--- src/hdl/dufd_pkg.sv ---
// ----------------------------------------------------------------------------
// Dark uniform frame detector package
// Field widths, register indexes, reset values and verdict codes shared by
// the interfaces and the modules of the detector.
// ----------------------------------------------------------------------------
package dufd_pkg;

  // Payload field widths.
  localparam int unsigned LUMA_W   = 8;
  localparam int unsigned REASON_W = 2;

  // Configuration port.
  localparam int unsigned CFG_IDX_W  = 2;
  localparam int unsigned CFG_DATA_W = 16;
  localparam int unsigned BRIGHT_W   = 8;
  localparam int unsigned MEAN_W     = 8;
  localparam int unsigned VAR_W      = 16;

  localparam logic [CFG_IDX_W-1:0] CFG_BRIGHT_LIMIT   = 2'd0;
  localparam logic [CFG_IDX_W-1:0] CFG_MEAN_LIMIT     = 2'd1;
  localparam logic [CFG_IDX_W-1:0] CFG_VARIANCE_LIMIT = 2'd2;

  localparam logic [BRIGHT_W-1:0] BRIGHT_LIMIT_RST   = 8'd50;
  localparam logic [MEAN_W-1:0]   MEAN_LIMIT_RST     = 8'd16;
  localparam logic [VAR_W-1:0]    VARIANCE_LIMIT_RST = 16'd4;

  // Verdict codes.
  localparam logic [REASON_W-1:0] REASON_NONE     = 2'd0;
  localparam logic [REASON_W-1:0] REASON_BRIGHT   = 2'd1;
  localparam logic [REASON_W-1:0] REASON_MEAN     = 2'd2;
  localparam logic [REASON_W-1:0] REASON_VARIANCE = 2'd3;

  // Frames that may wait between the accumulator and the verdict unit.
  localparam int unsigned QUEUE_DEPTH = 2;

endpackage

--- src/hdl/dufd_pixel_if.sv ---
// ----------------------------------------------------------------------------
// Pixel channel
// Valid/ready channel that carries one luma sample and the frame-end marker.
// ----------------------------------------------------------------------------
interface dufd_pixel_if import dufd_pkg::*; ();
  logic              valid;
  logic              ready;
  logic [LUMA_W-1:0] luma;
  logic              frame_end;

  modport source (output valid, output luma, output frame_end, input ready);
  modport sink   (input valid, input luma, input frame_end, output ready);
endinterface

--- src/hdl/dufd_verdict_if.sv ---
// ----------------------------------------------------------------------------
// Verdict channel
// Valid/ready channel that carries the per-frame verdict.
// ----------------------------------------------------------------------------
interface dufd_verdict_if import dufd_pkg::*; ();
  logic                valid;
  logic                ready;
  logic                shutter_closed;
  logic [REASON_W-1:0] fail_reason;

  modport source (output valid, output shutter_closed, output fail_reason, input ready);
  modport sink   (input valid, input shutter_closed, input fail_reason, output ready);
endinterface

--- src/hdl/dark_uniform_frame_detector_unit.sv ---
// ----------------------------------------------------------------------------
// Dark uniform frame detector
// Per-frame verdict on whether a luma frame is dark and uniform.
// ----------------------------------------------------------------------------
// The pixel channel takes one luma word every cycle while the snapshot queue
// has room; the accumulator adds it to a saturating count, sum and sum of
// squares. On the word marked frame_end a snapshot goes into a two-frame
// queue and the verdict unit works it off: a frame with a bright pixel goes
// from the queue to the finish state and then into the output register, any
// other frame runs up to four products on a shared shift-and-add multiplier
// of W = clog2(MAX_PIXELS+1)+16 bits, which retires one bit per cycle and
// hands each product back to the sequencer. Pixels keep streaming while that
// runs; the pixel channel is held only while two finished frames wait in the
// queue behind the one being decided. Configuration writes take effect on the
// next cycle.
// ----------------------------------------------------------------------------
module dark_uniform_frame_detector_unit import dufd_pkg::*; #(
  parameter int unsigned MAX_PIXELS = 4194304
) (
  input  logic                  clk_i,
  input  logic                  rst_ni,
  input  logic                  cfg_we_i,
  input  logic [CFG_IDX_W-1:0]  cfg_idx_i,
  input  logic [CFG_DATA_W-1:0] cfg_data_i,
  dufd_pixel_if.sink            pix_i,
  dufd_verdict_if.source        vrd_o
);

  localparam int unsigned CW = $clog2(MAX_PIXELS + 1);
  localparam int unsigned FW = CW * 3 + 25;

  logic [BRIGHT_W-1:0] bright_limit_q, bright_limit_d;
  logic [MEAN_W-1:0]   mean_limit_q, mean_limit_d;
  logic [VAR_W-1:0]    variance_limit_q, variance_limit_d;

  logic          push, pop, empty, full;
  logic [FW-1:0] push_data, pop_data;

  // Configuration registers; unknown indexes are ignored.
  always_comb begin
    bright_limit_d   = bright_limit_q;
    mean_limit_d     = mean_limit_q;
    variance_limit_d = variance_limit_q;
    if (cfg_we_i) begin
      case (cfg_idx_i)
        CFG_BRIGHT_LIMIT:   bright_limit_d   = cfg_data_i[BRIGHT_W-1:0];
        CFG_MEAN_LIMIT:     mean_limit_d     = cfg_data_i[MEAN_W-1:0];
        CFG_VARIANCE_LIMIT: variance_limit_d = cfg_data_i[VAR_W-1:0];
        default: begin
        end
      endcase
    end
  end

  always_ff @(posedge clk_i or negedge rst_ni) begin
    if (!rst_ni) begin
      bright_limit_q   <= BRIGHT_LIMIT_RST;
      mean_limit_q     <= MEAN_LIMIT_RST;
      variance_limit_q <= VARIANCE_LIMIT_RST;
    end else begin
      bright_limit_q   <= bright_limit_d;
      mean_limit_q     <= mean_limit_d;
      variance_limit_q <= variance_limit_d;
    end
  end

  // Accumulator.
  dufd_front #(
    .MAX_PIXELS (MAX_PIXELS)
  ) u_front (
    .clk_i          (clk_i),
    .rst_ni         (rst_ni),
    .bright_limit_i (bright_limit_q),
    .pix_i          (pix_i),
    .push_o         (push),
    .push_data_o    (push_data),
    .full_i         (full)
  );

  // Snapshot queue.
  dufd_fifo #(
    .WIDTH (FW),
    .DEPTH (QUEUE_DEPTH)
  ) u_fifo (
    .clk_i       (clk_i),
    .rst_ni      (rst_ni),
    .push_i      (push),
    .push_data_i (push_data),
    .pop_i       (pop),
    .pop_data_o  (pop_data),
    .empty_o     (empty),
    .full_o      (full)
  );

  // Verdict unit.
  dufd_back #(
    .MAX_PIXELS (MAX_PIXELS)
  ) u_back (
    .clk_i            (clk_i),
    .rst_ni           (rst_ni),
    .mean_limit_i     (mean_limit_q),
    .variance_limit_i (variance_limit_q),
    .empty_i          (empty),
    .pop_data_i       (pop_data),
    .pop_o            (pop),
    .vrd_o            (vrd_o)
  );

endmodule

--- src/hdl/dufd_front.sv ---
// ----------------------------------------------------------------------------
// Frame statistics accumulator
// Takes one pixel word per cycle unless the queue is full; keeps saturating
// count, sum, sum of squares and bright flag; pushes them on the last pixel.
// ----------------------------------------------------------------------------
module dufd_front import dufd_pkg::*; #(
  parameter int unsigned MAX_PIXELS = 4194304
) (
  input  logic                                  clk_i,
  input  logic                                  rst_ni,
  input  logic [BRIGHT_W-1:0]                   bright_limit_i,
  dufd_pixel_if.sink                            pix_i,
  output logic                                  push_o,
  output logic [$clog2(MAX_PIXELS+1)*3+25-1:0]  push_data_o,
  input  logic                                  full_i
);

  localparam int unsigned CW  = $clog2(MAX_PIXELS + 1);
  localparam int unsigned SW  = CW + 8;
  localparam int unsigned SQW = CW + 16;

  logic [CW-1:0]  count_q, count_d, count_nx;
  logic [SW-1:0]  sum_q, sum_d, sum_nx;
  logic [SQW-1:0] sq_q, sq_d, sq_nx;
  logic           bright_q, bright_d, bright_nx;
  logic           accept;
  logic           room;
  logic [15:0]    square;

  // A word is taken whenever the queue has room for a possible snapshot.
  assign pix_i.ready = !full_i;
  assign accept      = pix_i.valid && !full_i;

  // Next statistics including the current pixel; the count saturates.
  assign square    = 16'(pix_i.luma) * 16'(pix_i.luma);
  assign room      = count_q < CW'(MAX_PIXELS);
  assign count_nx  = room ? count_q + CW'(1) : count_q;
  assign sum_nx    = room ? sum_q + SW'(pix_i.luma) : sum_q;
  assign sq_nx     = room ? sq_q + SQW'(square) : sq_q;
  assign bright_nx = bright_q || (pix_i.luma > bright_limit_i);

  assign push_o      = accept && pix_i.frame_end;
  assign push_data_o = {bright_nx, count_nx, sum_nx, sq_nx};

  // Accumulate, and clear after the last pixel of the frame.
  always_comb begin
    count_d  = count_q;
    sum_d    = sum_q;
    sq_d     = sq_q;
    bright_d = bright_q;
    if (accept) begin
      if (pix_i.frame_end) begin
        count_d  = '0;
        sum_d    = '0;
        sq_d     = '0;
        bright_d = 1'b0;
      end else begin
        count_d  = count_nx;
        sum_d    = sum_nx;
        sq_d     = sq_nx;
        bright_d = bright_nx;
      end
    end
  end

  always_ff @(posedge clk_i or negedge rst_ni) begin
    if (!rst_ni) begin
      count_q  <= '0;
      sum_q    <= '0;
      sq_q     <= '0;
      bright_q <= 1'b0;
    end else begin
      count_q  <= count_d;
      sum_q    <= sum_d;
      sq_q     <= sq_d;
      bright_q <= bright_d;
    end
  end

  // The count never runs past the saturation point.
  a_count_bounded: assert property (@(posedge clk_i) disable iff (!rst_ni)
    count_q <= CW'(MAX_PIXELS))
    else $error("pixel count above saturation point");

endmodule

--- src/hdl/dufd_fifo.sv ---
// ----------------------------------------------------------------------------
// Snapshot queue
// Small first-in first-out queue of frame statistics between the
// accumulator and the verdict unit.
// ----------------------------------------------------------------------------
module dufd_fifo #(
  parameter int unsigned WIDTH = 8,
  parameter int unsigned DEPTH = 2
) (
  input  logic             clk_i,
  input  logic             rst_ni,
  input  logic             push_i,
  input  logic [WIDTH-1:0] push_data_i,
  input  logic             pop_i,
  output logic [WIDTH-1:0] pop_data_o,
  output logic             empty_o,
  output logic             full_o
);

  localparam int unsigned AW = (DEPTH > 1) ? $clog2(DEPTH) : 1;
  localparam int unsigned NW = $clog2(DEPTH + 1);

  logic [WIDTH-1:0] mem_q [DEPTH];
  logic [AW-1:0]    wr_ptr_q, wr_ptr_d, rd_ptr_q, rd_ptr_d;
  logic [NW-1:0]    fill_q, fill_d;
  logic             do_push, do_pop;

  assign empty_o    = fill_q == '0;
  assign full_o     = fill_q == NW'(DEPTH);
  assign pop_data_o = mem_q[rd_ptr_q];
  assign do_push    = push_i && !full_o;
  assign do_pop     = pop_i && !empty_o;

  // Pointer and fill bookkeeping, wrapping at the depth.
  always_comb begin
    wr_ptr_d = wr_ptr_q;
    rd_ptr_d = rd_ptr_q;
    fill_d   = fill_q;
    if (do_push) begin
      wr_ptr_d = (wr_ptr_q == AW'(DEPTH - 1)) ? '0 : wr_ptr_q + AW'(1);
    end
    if (do_pop) begin
      rd_ptr_d = (rd_ptr_q == AW'(DEPTH - 1)) ? '0 : rd_ptr_q + AW'(1);
    end
    if (do_push && !do_pop) begin
      fill_d = fill_q + NW'(1);
    end else if (do_pop && !do_push) begin
      fill_d = fill_q - NW'(1);
    end
  end

  always_ff @(posedge clk_i or negedge rst_ni) begin
    if (!rst_ni) begin
      wr_ptr_q <= '0;
      rd_ptr_q <= '0;
      fill_q   <= '0;
    end else begin
      wr_ptr_q <= wr_ptr_d;
      rd_ptr_q <= rd_ptr_d;
      fill_q   <= fill_d;
    end
  end

  // Storage needs no reset.
  always_ff @(posedge clk_i) begin
    if (do_push) begin
      mem_q[wr_ptr_q] <= push_data_i;
    end
  end

  // A snapshot offered to a full queue would be lost.
  a_no_overflow: assert property (@(posedge clk_i) disable iff (!rst_ni)
    push_i |-> !full_o)
    else $error("snapshot pushed into a full queue");

  a_no_underflow: assert property (@(posedge clk_i) disable iff (!rst_ni)
    pop_i |-> !empty_o)
    else $error("snapshot popped from an empty queue");

endmodule

--- src/hdl/dufd_serial_mul.sv ---
// ----------------------------------------------------------------------------
// Serial multiplier
// Shift-and-add multiplier that retires one multiplier bit per cycle and
// pulses done when the full product is ready.
// ----------------------------------------------------------------------------
module dufd_serial_mul #(
  parameter int unsigned W = 8
) (
  input  logic           clk_i,
  input  logic           rst_ni,
  input  logic           start_i,
  input  logic [W-1:0]   a_i,
  input  logic [W-1:0]   b_i,
  output logic           done_o,
  output logic [2*W-1:0] prod_o
);

  localparam int unsigned CNTW = $clog2(W + 1);

  logic [2*W-1:0] acc_q, acc_d;
  logic [2*W-1:0] sh_q, sh_d;
  logic [W-1:0]   b_q, b_d;
  logic [CNTW-1:0] cnt_q, cnt_d;
  logic           done_q, done_d;

  assign done_o = done_q;
  assign prod_o = acc_q;

  // One partial product is added per cycle while a product is in progress.
  always_comb begin
    acc_d  = acc_q;
    sh_d   = sh_q;
    b_d    = b_q;
    cnt_d  = cnt_q;
    done_d = 1'b0;
    if (start_i) begin
      acc_d = '0;
      sh_d  = (2*W)'(a_i);
      b_d   = b_i;
      cnt_d = CNTW'(W);
    end else if (cnt_q != '0) begin
      if (b_q[0]) begin
        acc_d = acc_q + sh_q;
      end
      sh_d   = {sh_q[2*W-2:0], 1'b0};
      b_d    = {1'b0, b_q[W-1:1]};
      cnt_d  = cnt_q - CNTW'(1);
      done_d = cnt_q == CNTW'(1);
    end
  end

  always_ff @(posedge clk_i or negedge rst_ni) begin
    if (!rst_ni) begin
      cnt_q  <= '0;
      done_q <= 1'b0;
    end else begin
      cnt_q  <= cnt_d;
      done_q <= done_d;
    end
  end

  always_ff @(posedge clk_i) begin
    acc_q <= acc_d;
    sh_q  <= sh_d;
    b_q   <= b_d;
  end

  // A new product may only start once the previous one has finished.
  a_start_idle: assert property (@(posedge clk_i) disable iff (!rst_ni)
    start_i |-> cnt_q == '0)
    else $error("multiplier restarted while busy");

endmodule

--- src/hdl/dufd_back.sv ---
// ----------------------------------------------------------------------------
// Verdict unit
// Takes one frame snapshot at a time, runs the bright check directly and the
// mean and variance checks on a shared serial multiplier, and holds the
// verdict word in an output register.
// ----------------------------------------------------------------------------
module dufd_back import dufd_pkg::*; #(
  parameter int unsigned MAX_PIXELS = 4194304
) (
  input  logic                                  clk_i,
  input  logic                                  rst_ni,
  input  logic [MEAN_W-1:0]                     mean_limit_i,
  input  logic [VAR_W-1:0]                      variance_limit_i,
  input  logic                                  empty_i,
  input  logic [$clog2(MAX_PIXELS+1)*3+25-1:0]  pop_data_i,
  output logic                                  pop_o,
  dufd_verdict_if.source                        vrd_o
);

  localparam int unsigned CW  = $clog2(MAX_PIXELS + 1);
  localparam int unsigned SW  = CW + 8;
  localparam int unsigned SQW = CW + 16;
  localparam int unsigned OPW = SQW;
  localparam int unsigned PW  = 2 * OPW;

  localparam logic [1:0] S_IDLE = 2'd0;
  localparam logic [1:0] S_MUL  = 2'd1;
  localparam logic [1:0] S_FIN  = 2'd2;

  // Products taken in turn on the multiplier.
  localparam logic [1:0] OP_MEAN  = 2'd0;  // mean_limit * n
  localparam logic [1:0] OP_VBND  = 2'd1;  // (variance_limit + 1) * n
  localparam logic [1:0] OP_SQR   = 2'd2;  // s * s
  localparam logic [1:0] OP_CROSS = 2'd3;  // (sq - (variance_limit + 1) * n) * n

  logic [1:0]          state_q, state_d;
  logic [1:0]          op_q, op_d;
  logic [REASON_W-1:0] reason_q, reason_d;
  logic [CW-1:0]       n_q, n_d;
  logic [SW-1:0]       s_q, s_d;
  logic [SQW-1:0]      sq_q, sq_d;
  logic [PW-1:0]       bnd_q, bnd_d;
  logic [PW-1:0]       sqr_q, sqr_d;
  logic                out_valid_q, out_valid_d;
  logic [REASON_W-1:0] out_reason_q, out_reason_d;

  logic                snap_bright;
  logic [CW-1:0]       snap_n;
  logic [SW-1:0]       snap_s;
  logic [SQW-1:0]      snap_sq;
  logic                mul_start, mul_done;
  logic [OPW-1:0]      mul_a, mul_b;
  logic [PW-1:0]       mul_prod;
  logic [16:0]         vbound;

  assign {snap_bright, snap_n, snap_s, snap_sq} = pop_data_i;
  assign vbound = {1'b0, variance_limit_i} + 17'd1;

  dufd_serial_mul #(
    .W (OPW)
  ) u_mul (
    .clk_i   (clk_i),
    .rst_ni  (rst_ni),
    .start_i (mul_start),
    .a_i     (mul_a),
    .b_i     (mul_b),
    .done_o  (mul_done),
    .prod_o  (mul_prod)
  );

  // Check sequencer. The variance test floor((sq - ceil(s*s/n)) / n) > V
  // is rewritten as sq >= (V+1)*n together with s*s <= (sq - (V+1)*n) * n.
  always_comb begin
    state_d   = state_q;
    op_d      = op_q;
    reason_d  = reason_q;
    n_d       = n_q;
    s_d       = s_q;
    sq_d      = sq_q;
    bnd_d     = bnd_q;
    sqr_d     = sqr_q;
    pop_o     = 1'b0;
    mul_start = 1'b0;
    mul_a     = '0;
    mul_b     = '0;
    out_valid_d  = out_valid_q && !vrd_o.ready;
    out_reason_d = out_reason_q;
    case (state_q)
      S_IDLE: begin
        if (!empty_i) begin
          pop_o = 1'b1;
          n_d   = snap_n;
          s_d   = snap_s;
          sq_d  = snap_sq;
          if (snap_bright) begin
            reason_d = REASON_BRIGHT;
            state_d  = S_FIN;
          end else begin
            mul_start = 1'b1;
            mul_a     = OPW'(mean_limit_i);
            mul_b     = OPW'(snap_n);
            op_d      = OP_MEAN;
            state_d   = S_MUL;
          end
        end
      end
      S_MUL: begin
        if (mul_done) begin
          case (op_q)
            OP_MEAN: begin
              if (PW'(s_q) > mul_prod) begin
                reason_d = REASON_MEAN;
                state_d  = S_FIN;
              end else begin
                mul_start = 1'b1;
                mul_a     = OPW'(vbound);
                mul_b     = OPW'(n_q);
                op_d      = OP_VBND;
              end
            end
            OP_VBND: begin
              bnd_d     = mul_prod;
              mul_start = 1'b1;
              mul_a     = OPW'(s_q);
              mul_b     = OPW'(s_q);
              op_d      = OP_SQR;
            end
            OP_SQR: begin
              sqr_d = mul_prod;
              if (PW'(sq_q) < bnd_q) begin
                reason_d = REASON_NONE;
                state_d  = S_FIN;
              end else begin
                mul_start = 1'b1;
                mul_a     = sq_q - bnd_q[SQW-1:0];
                mul_b     = OPW'(n_q);
                op_d      = OP_CROSS;
              end
            end
            OP_CROSS: begin
              reason_d = (sqr_q <= mul_prod) ? REASON_VARIANCE : REASON_NONE;
              state_d  = S_FIN;
            end
            default: begin
              state_d = S_IDLE;
            end
          endcase
        end
      end
      S_FIN: begin
        if (!out_valid_q || vrd_o.ready) begin
          out_valid_d  = 1'b1;
          out_reason_d = reason_q;
          state_d      = S_IDLE;
        end
      end
      default: begin
        state_d = S_IDLE;
      end
    endcase
  end

  always_ff @(posedge clk_i or negedge rst_ni) begin
    if (!rst_ni) begin
      state_q     <= S_IDLE;
      op_q        <= OP_MEAN;
      out_valid_q <= 1'b0;
    end else begin
      state_q     <= state_d;
      op_q        <= op_d;
      out_valid_q <= out_valid_d;
    end
  end

  always_ff @(posedge clk_i) begin
    reason_q     <= reason_d;
    n_q          <= n_d;
    s_q          <= s_d;
    sq_q         <= sq_d;
    bnd_q        <= bnd_d;
    sqr_q        <= sqr_d;
    out_reason_q <= out_reason_d;
  end

  // Output word.
  assign vrd_o.valid          = out_valid_q;
  assign vrd_o.fail_reason    = out_reason_q;
  assign vrd_o.shutter_closed = out_reason_q == REASON_NONE;

  // Products only come back while the sequencer waits for one.
  a_done_in_mul: assert property (@(posedge clk_i) disable iff (!rst_ni)
    mul_done |-> state_q == S_MUL)
    else $error("product returned outside the multiply state");

  // A held verdict is never overwritten before it is taken.
  a_verdict_held: assert property (@(posedge clk_i) disable iff (!rst_ni)
    (out_valid_q && !vrd_o.ready) |=> (out_valid_q && $stable(out_reason_q)))
    else $error("pending verdict overwritten");

endmodule

--- src/flat_wrapper.sv ---
// flat-port wrapper written by rule: the top's interface ports become plain ports
module dark_uniform_frame_detector_unit_flat import dufd_pkg::*;
#(
  parameter int unsigned MAX_PIXELS = 4194304
)
  (clk_i, rst_ni, cfg_we_i, cfg_idx_i, cfg_data_i, pix_i_valid, pix_i_luma, pix_i_frame_end, pix_i_ready, vrd_o_valid, vrd_o_shutter_closed, vrd_o_fail_reason, vrd_o_ready);
  dufd_pixel_if pix_i_i ();
  dufd_verdict_if vrd_o_i ();
  input  logic clk_i;
  input  logic rst_ni;
  input  logic cfg_we_i;
  input  logic [CFG_IDX_W-1:0] cfg_idx_i;
  input  logic [CFG_DATA_W-1:0] cfg_data_i;
  input wire logic [$bits(pix_i_i.valid)-1:0] pix_i_valid;
  input wire logic [$bits(pix_i_i.luma)-1:0] pix_i_luma;
  input wire logic [$bits(pix_i_i.frame_end)-1:0] pix_i_frame_end;
  output wire logic [$bits(pix_i_i.ready)-1:0] pix_i_ready;
  output wire logic [$bits(vrd_o_i.valid)-1:0] vrd_o_valid;
  output wire logic [$bits(vrd_o_i.shutter_closed)-1:0] vrd_o_shutter_closed;
  output wire logic [$bits(vrd_o_i.fail_reason)-1:0] vrd_o_fail_reason;
  input wire logic [$bits(vrd_o_i.ready)-1:0] vrd_o_ready;
  assign pix_i_i.valid = pix_i_valid;
  assign pix_i_i.luma = pix_i_luma;
  assign pix_i_i.frame_end = pix_i_frame_end;
  assign pix_i_ready = pix_i_i.ready;
  assign vrd_o_valid = vrd_o_i.valid;
  assign vrd_o_shutter_closed = vrd_o_i.shutter_closed;
  assign vrd_o_fail_reason = vrd_o_i.fail_reason;
  assign vrd_o_i.ready = vrd_o_ready;
  dark_uniform_frame_detector_unit #(.MAX_PIXELS(MAX_PIXELS)) u_core (.clk_i(clk_i), .rst_ni(rst_ni), .cfg_we_i(cfg_we_i), .cfg_idx_i(cfg_idx_i), .cfg_data_i(cfg_data_i), .pix_i(pix_i_i), .vrd_o(vrd_o_i));
endmodule
--- config.mk ---
export PLATFORM = sky130hd
export DESIGN_NAME = dark_uniform_frame_detector_unit_flat
export DESIGN_NICKNAME = d
export VERILOG_FILES = /design/src/hdl/dufd_pkg.sv /design/src/hdl/dufd_pixel_if.sv /design/src/hdl/dufd_verdict_if.sv /design/src/hdl/dark_uniform_frame_detector_unit.sv /design/src/hdl/dufd_front.sv /design/src/hdl/dufd_fifo.sv /design/src/hdl/dufd_serial_mul.sv /design/src/hdl/dufd_back.sv /design/src/flat_wrapper.sv
export SDC_FILE = /design/constraint.sdc
export NUM_CORES = 2
export LEC_CHECK = 0
export BUFFER_PORTS_ARGS = -buffer_cell sky130_fd_sc_hd__buf_4
export CORE_UTILIZATION = 40
export DETAILED_ROUTE_END_ITERATION = 16
export HOLD_SLACK_MARGIN = 0.02
export SLEW_MARGIN = 20
export SYNTH_ARGS = -nofsm -noshare
export SYNTH_HDL_FRONTEND = slang
export SYNTH_SLANG_ARGS = --single-unit
--- constraint.sdc ---
create_clock -name clk_i -period 7.3 [get_ports clk_i]
set_input_delay 1.095 -clock clk_i [delete_from_list [all_inputs] [get_ports clk_i]]
set_output_delay 1.095 -clock clk_i [all_outputs]
set_load 0.02 [all_outputs]
==> impl_metrics.tcl <==
set metrics [dict create \
    multi_input_area_sq_um 19150 \
    cp_common_cell "inv_1" \
    path_max_fanout 10 \
    cap_violations 0 \
    holdPathStages 0 \
    cts.sinks 770 \
    cts_setup_buffers 0 \
    synth_cells 3954 \
    hold_viol_final 0 \
    detail-route-antenna-nets 0 \
    dieArea_sq_um 106200 \
    placed_area_sq_um 43630 \
    antenna_found_initial 3 \
    netlist_top_cells_area "edfxtp_1 37%, ha_1 8.8%, dfrtp_1 8.2%" \
    reg2reg_slack_ns 1.70 \
    rows 118 \
    fin_area_sq_um 46420 \
    vias 29540 \
    max_freq_ghz 0.1733 \
    mostFrequentLayoutCells "511 x edfxtp_1, 502 x nand2_1, 313 x a21oi_1" \
    register_area_sq_um 21250 \
    drc 0 \
    die_w_um 325.9 \
    reg2reg_from "u_core.u_back.sq_q[0]$_DFFE_PP_" \
    r2r_end "u_core.u_back.u_mul.prod_o[72]$_SDFFE_PP0P_" \
    crit_path_end "u_core.u_front.sq_q[32]$_DFFE_PN0P_" \
    place.gp.congestion 0.8968 \
    final_util_pct 44.72 \
    drt_iter0_markers 1981 \
    setup_violations 0 \
    required_ns 7.79 \
    cp_top_family "adder cells" \
    final.setup.worst_slack_ns 1.530 \
    start_util_pct 40.42 \
    drt_pass1_iterations 6 \
    ys.flop_type "edfxtp_1" \
    io_buffer_count 36 \
    grt_pass1_wl_um 165100 \
    ctsResizeCount 0 \
    arrival_ns 6.26 \
    slowest_stage "fa_1" \
    fin_crit_sh_pct 79.05 \
    reg2reg_depth 17 \
    ys_warn_count 0 \
    syn_nets 4320 \
    finClkSkew_ns 0.03535 \
    tns_ns 0 \
    synthDistinctLibCells 84 \
    areaGrowthSynthToFinish_pct 10.64 \
    p_per_area_nw_per_um2 373.0 \
    worst_pin_slew_ns 1.099 \
    boundaryPins 37 \
    path_cells "buf_4 -> and2_1 -> inv_1 -> fa_1 -> fa_1 -> inv_1 -> ha_1 -> inv_1 -> fa_1 -> inv_1 -> ha_1 -> a21o_1 -> a21oi_1 -> o21bai_1 -> a21oi_1 -> o21bai_1 -> a211o_1 -> a221oi_1 -> buf_4 -> nand2b_1 -> or3_1 -> mux2i_1 -> o21ai_0" \
    cts_made_buffers 83 \
    nFillCells 9654 \
    cts_tree "built" \
    p_leak_nw 18.29 \
    endpoint_kind "flip-flop" \
    critPathMaxStageDelay_ns 0.53 \
    clkTransAtPathRegs_ns 0.06 \
    grt_pass1_vias 28380 \
    crit_start "pix_i_luma[4]" \
    synth_top_area_share_pct 36.58 \
    root_buffer "clkbuf_16" \
    globalRouteOverflowTotal 0 \
    grt_start_max_net_pins 99 \
    wl_per_cell_um 19.60 \
    peakVddDrop_v 0.0001960 \
    clk_latency_ns 0.65 \
    synth-seq-cells 770 \
    max_slew_margin_pct 26.57 \
    synthArstFlopShare_pct 18.44 \
    rsz0062_at_grt "false" \
    cp_num_cells 23 \
    layout_commonest_cell "edfxtp_1" \
    critPathBufInv 6 \
    die_height_um 325.9 \
    clk_path_buf_depth 3 \
    worst-setup-path-type "primary input to flip-flop" \
    synthesis.area_sq_um 41950 \
    min_path_type "flip-flop to flip-flop" \
    start_kind "primary input" \
    core_area_sq_um 103800 \
    cts_hold_buf 0 \
    grt_usage_pct 19.72 \
    fin_nets 4311 \
    post_synth.cell_area_avg_sq_um 10.61 \
    place_ws_ns 0.8580 \
    via_per_inst 5.474 \
    drv_slew 0 \
    min_period_ns 5.770 \
    seq_area_frac_synth_pct 50.64 \
    hpwl_um 75570 \
    h-tree-depth 3 \
    wirelength_um 105800 \
    layout-drive-gt1-share_pct 9.240 \
    outcome "completed" \
    yosysTopAreaCell "edfxtp_1" \
    synth_edf_count 511 \
]
## metrics by stage
step | power, mW | hold slack, ns | std cells
after CTS | 17.41 | 0.4226 | 5395
after global routing | 18.41 | 0.4343 | 5395
after floorplan | 11.20 | 0.4003 | 3954
final | 17.32 | 0.4220 | 5396
after detailed placement | 13.08 | 0.4093 | 5240
after global placement | 13.00 | 0.4041 | 5240
## Yosys cell counts, types with 23 or more instances
| cell | n |
|---|---|
| fa_1 | 40 |
| o21bai_1 | 34 |
| ha_1 | 294 |
| dfxtp_1 | 117 |
| o21ai_0 | 213 |
| a21o_1 | 109 |
| a22o_1 | 37 |
| xnor2_1 | 123 |
| nor2_1 | 228 |
| and3_1 | 30 |
| nor3_1 | 57 |
| inv_1 | 264 |
| nand2b_1 | 26 |
| xor2_1 | 85 |
| dfrtp_1 | 137 |
| o2111ai_1 | 23 |
| a21oi_1 | 313 |
| mux2_2 | 127 |
| and2_1 | 28 |
| nor2b_1 | 39 |
| edfxtp_1 | 511 |
| nand2_1 | 506 |
| nand3_1 | 77 |
| clkbuf_1 | 134 |
| nand4_1 | 64 |
| nor4_1 | 34 |
| mux2i_1 | 38 |
## final cells by class
type                            count  share of cell area [%]
Sequential cell                   770                   45.78
Multi-Input combinational cell   2759                   41.26
Clock buffer                      112                   4.995
Tap cell                         1380                   3.720
Inverter                          264                   2.138
Timing Repair Buffer               67                   1.100
Clock inverter                     43                  0.9974
Antenna cell                        1                0.005391
## per-layer routing
metal | global-route usage, % | up-vias | routed length, um
met3 | 2.582 | 138 | 4509
li1 | - | 14250 | -
met1 | 27.79 | 14510 | 49870
met4 | 5.491 | 0 | 2582
met2 | 31.79 | 636 | 48820
met5 | 0 | - | 0
## report_power, final
group	leakage, nW	internal [mW]	switching, mW
Sequential	7.74	6.06	0.816
Combinational	9.21	2.36	3.80
Clock	1.34	2.47	1.81
Total	18.3	10.9	6.42
## kinds of logic after synthesis
group | synth area share, %
AO/OA/AOI/OAI | 13.84
XOR/XNOR | 4.342
adder cells (fa/ha/maj) | 10.68
buffers and inverters | 3.883
flip-flops | 50.64
multiplexers | 4.316
AND/OR/NAND/NOR | 12.30
## sequential cells by signal, indices dropped and copies added, names as in the netlist, 6 cells and up
name                        count
u_core.u_back.u_mul.cnt_q       6
u_core.u_back.u_mul.b_q        31
u_core.u_fifo.mem_q           188
u_core.u_front.sum_q           31
u_core.mean_limit_q             8
u_core.u_back.bnd_q            78
u_core.u_back.s_q              31
u_core.u_front.sq_q            39
u_core.bright_limit_q           8
u_core.u_back.sqr_q            78
u_core.u_back.n_q              23
u_core.variance_limit_q        16
u_core.u_back.u_mul.sh_q       78
u_core.u_back.sq_q             39
u_core.u_back.u_mul.prod_o     78
u_core.u_front.count_q         23
## how the worst min path moves through the flow
stage | start | endpoint
final | u_core.u_back.reason_q[0]$_SDFFCE_PN1P_ | u_core.u_back.vrd_o.fail_reason[0]$_DFFE_PP_
after global routing | u_core.u_back.reason_q[1]$_SDFFCE_PN0P_ | u_core.u_back.vrd_o.fail_reason[1]$_DFFE_PP_
after CTS | u_core.u_back.reason_q[0]$_SDFFCE_PN1P_ | u_core.u_back.vrd_o.fail_reason[0]$_DFFE_PP_
after detailed placement | u_core.u_back.reason_q[0]$_SDFFCE_PN1P_ | u_core.u_back.vrd_o.fail_reason[0]$_DFFE_PP_
after global placement | u_core.u_back.reason_q[1]$_SDFFCE_PN0P_ | u_core.u_back.vrd_o.fail_reason[1]$_DFFE_PP_
after floorplan | u_core.u_back.reason_q[0]$_SDFFCE_PN1P_ | u_core.u_back.vrd_o.fail_reason[0]$_DFFE_PP_
No activity file was read; power rests on OpenSTA's default activity.
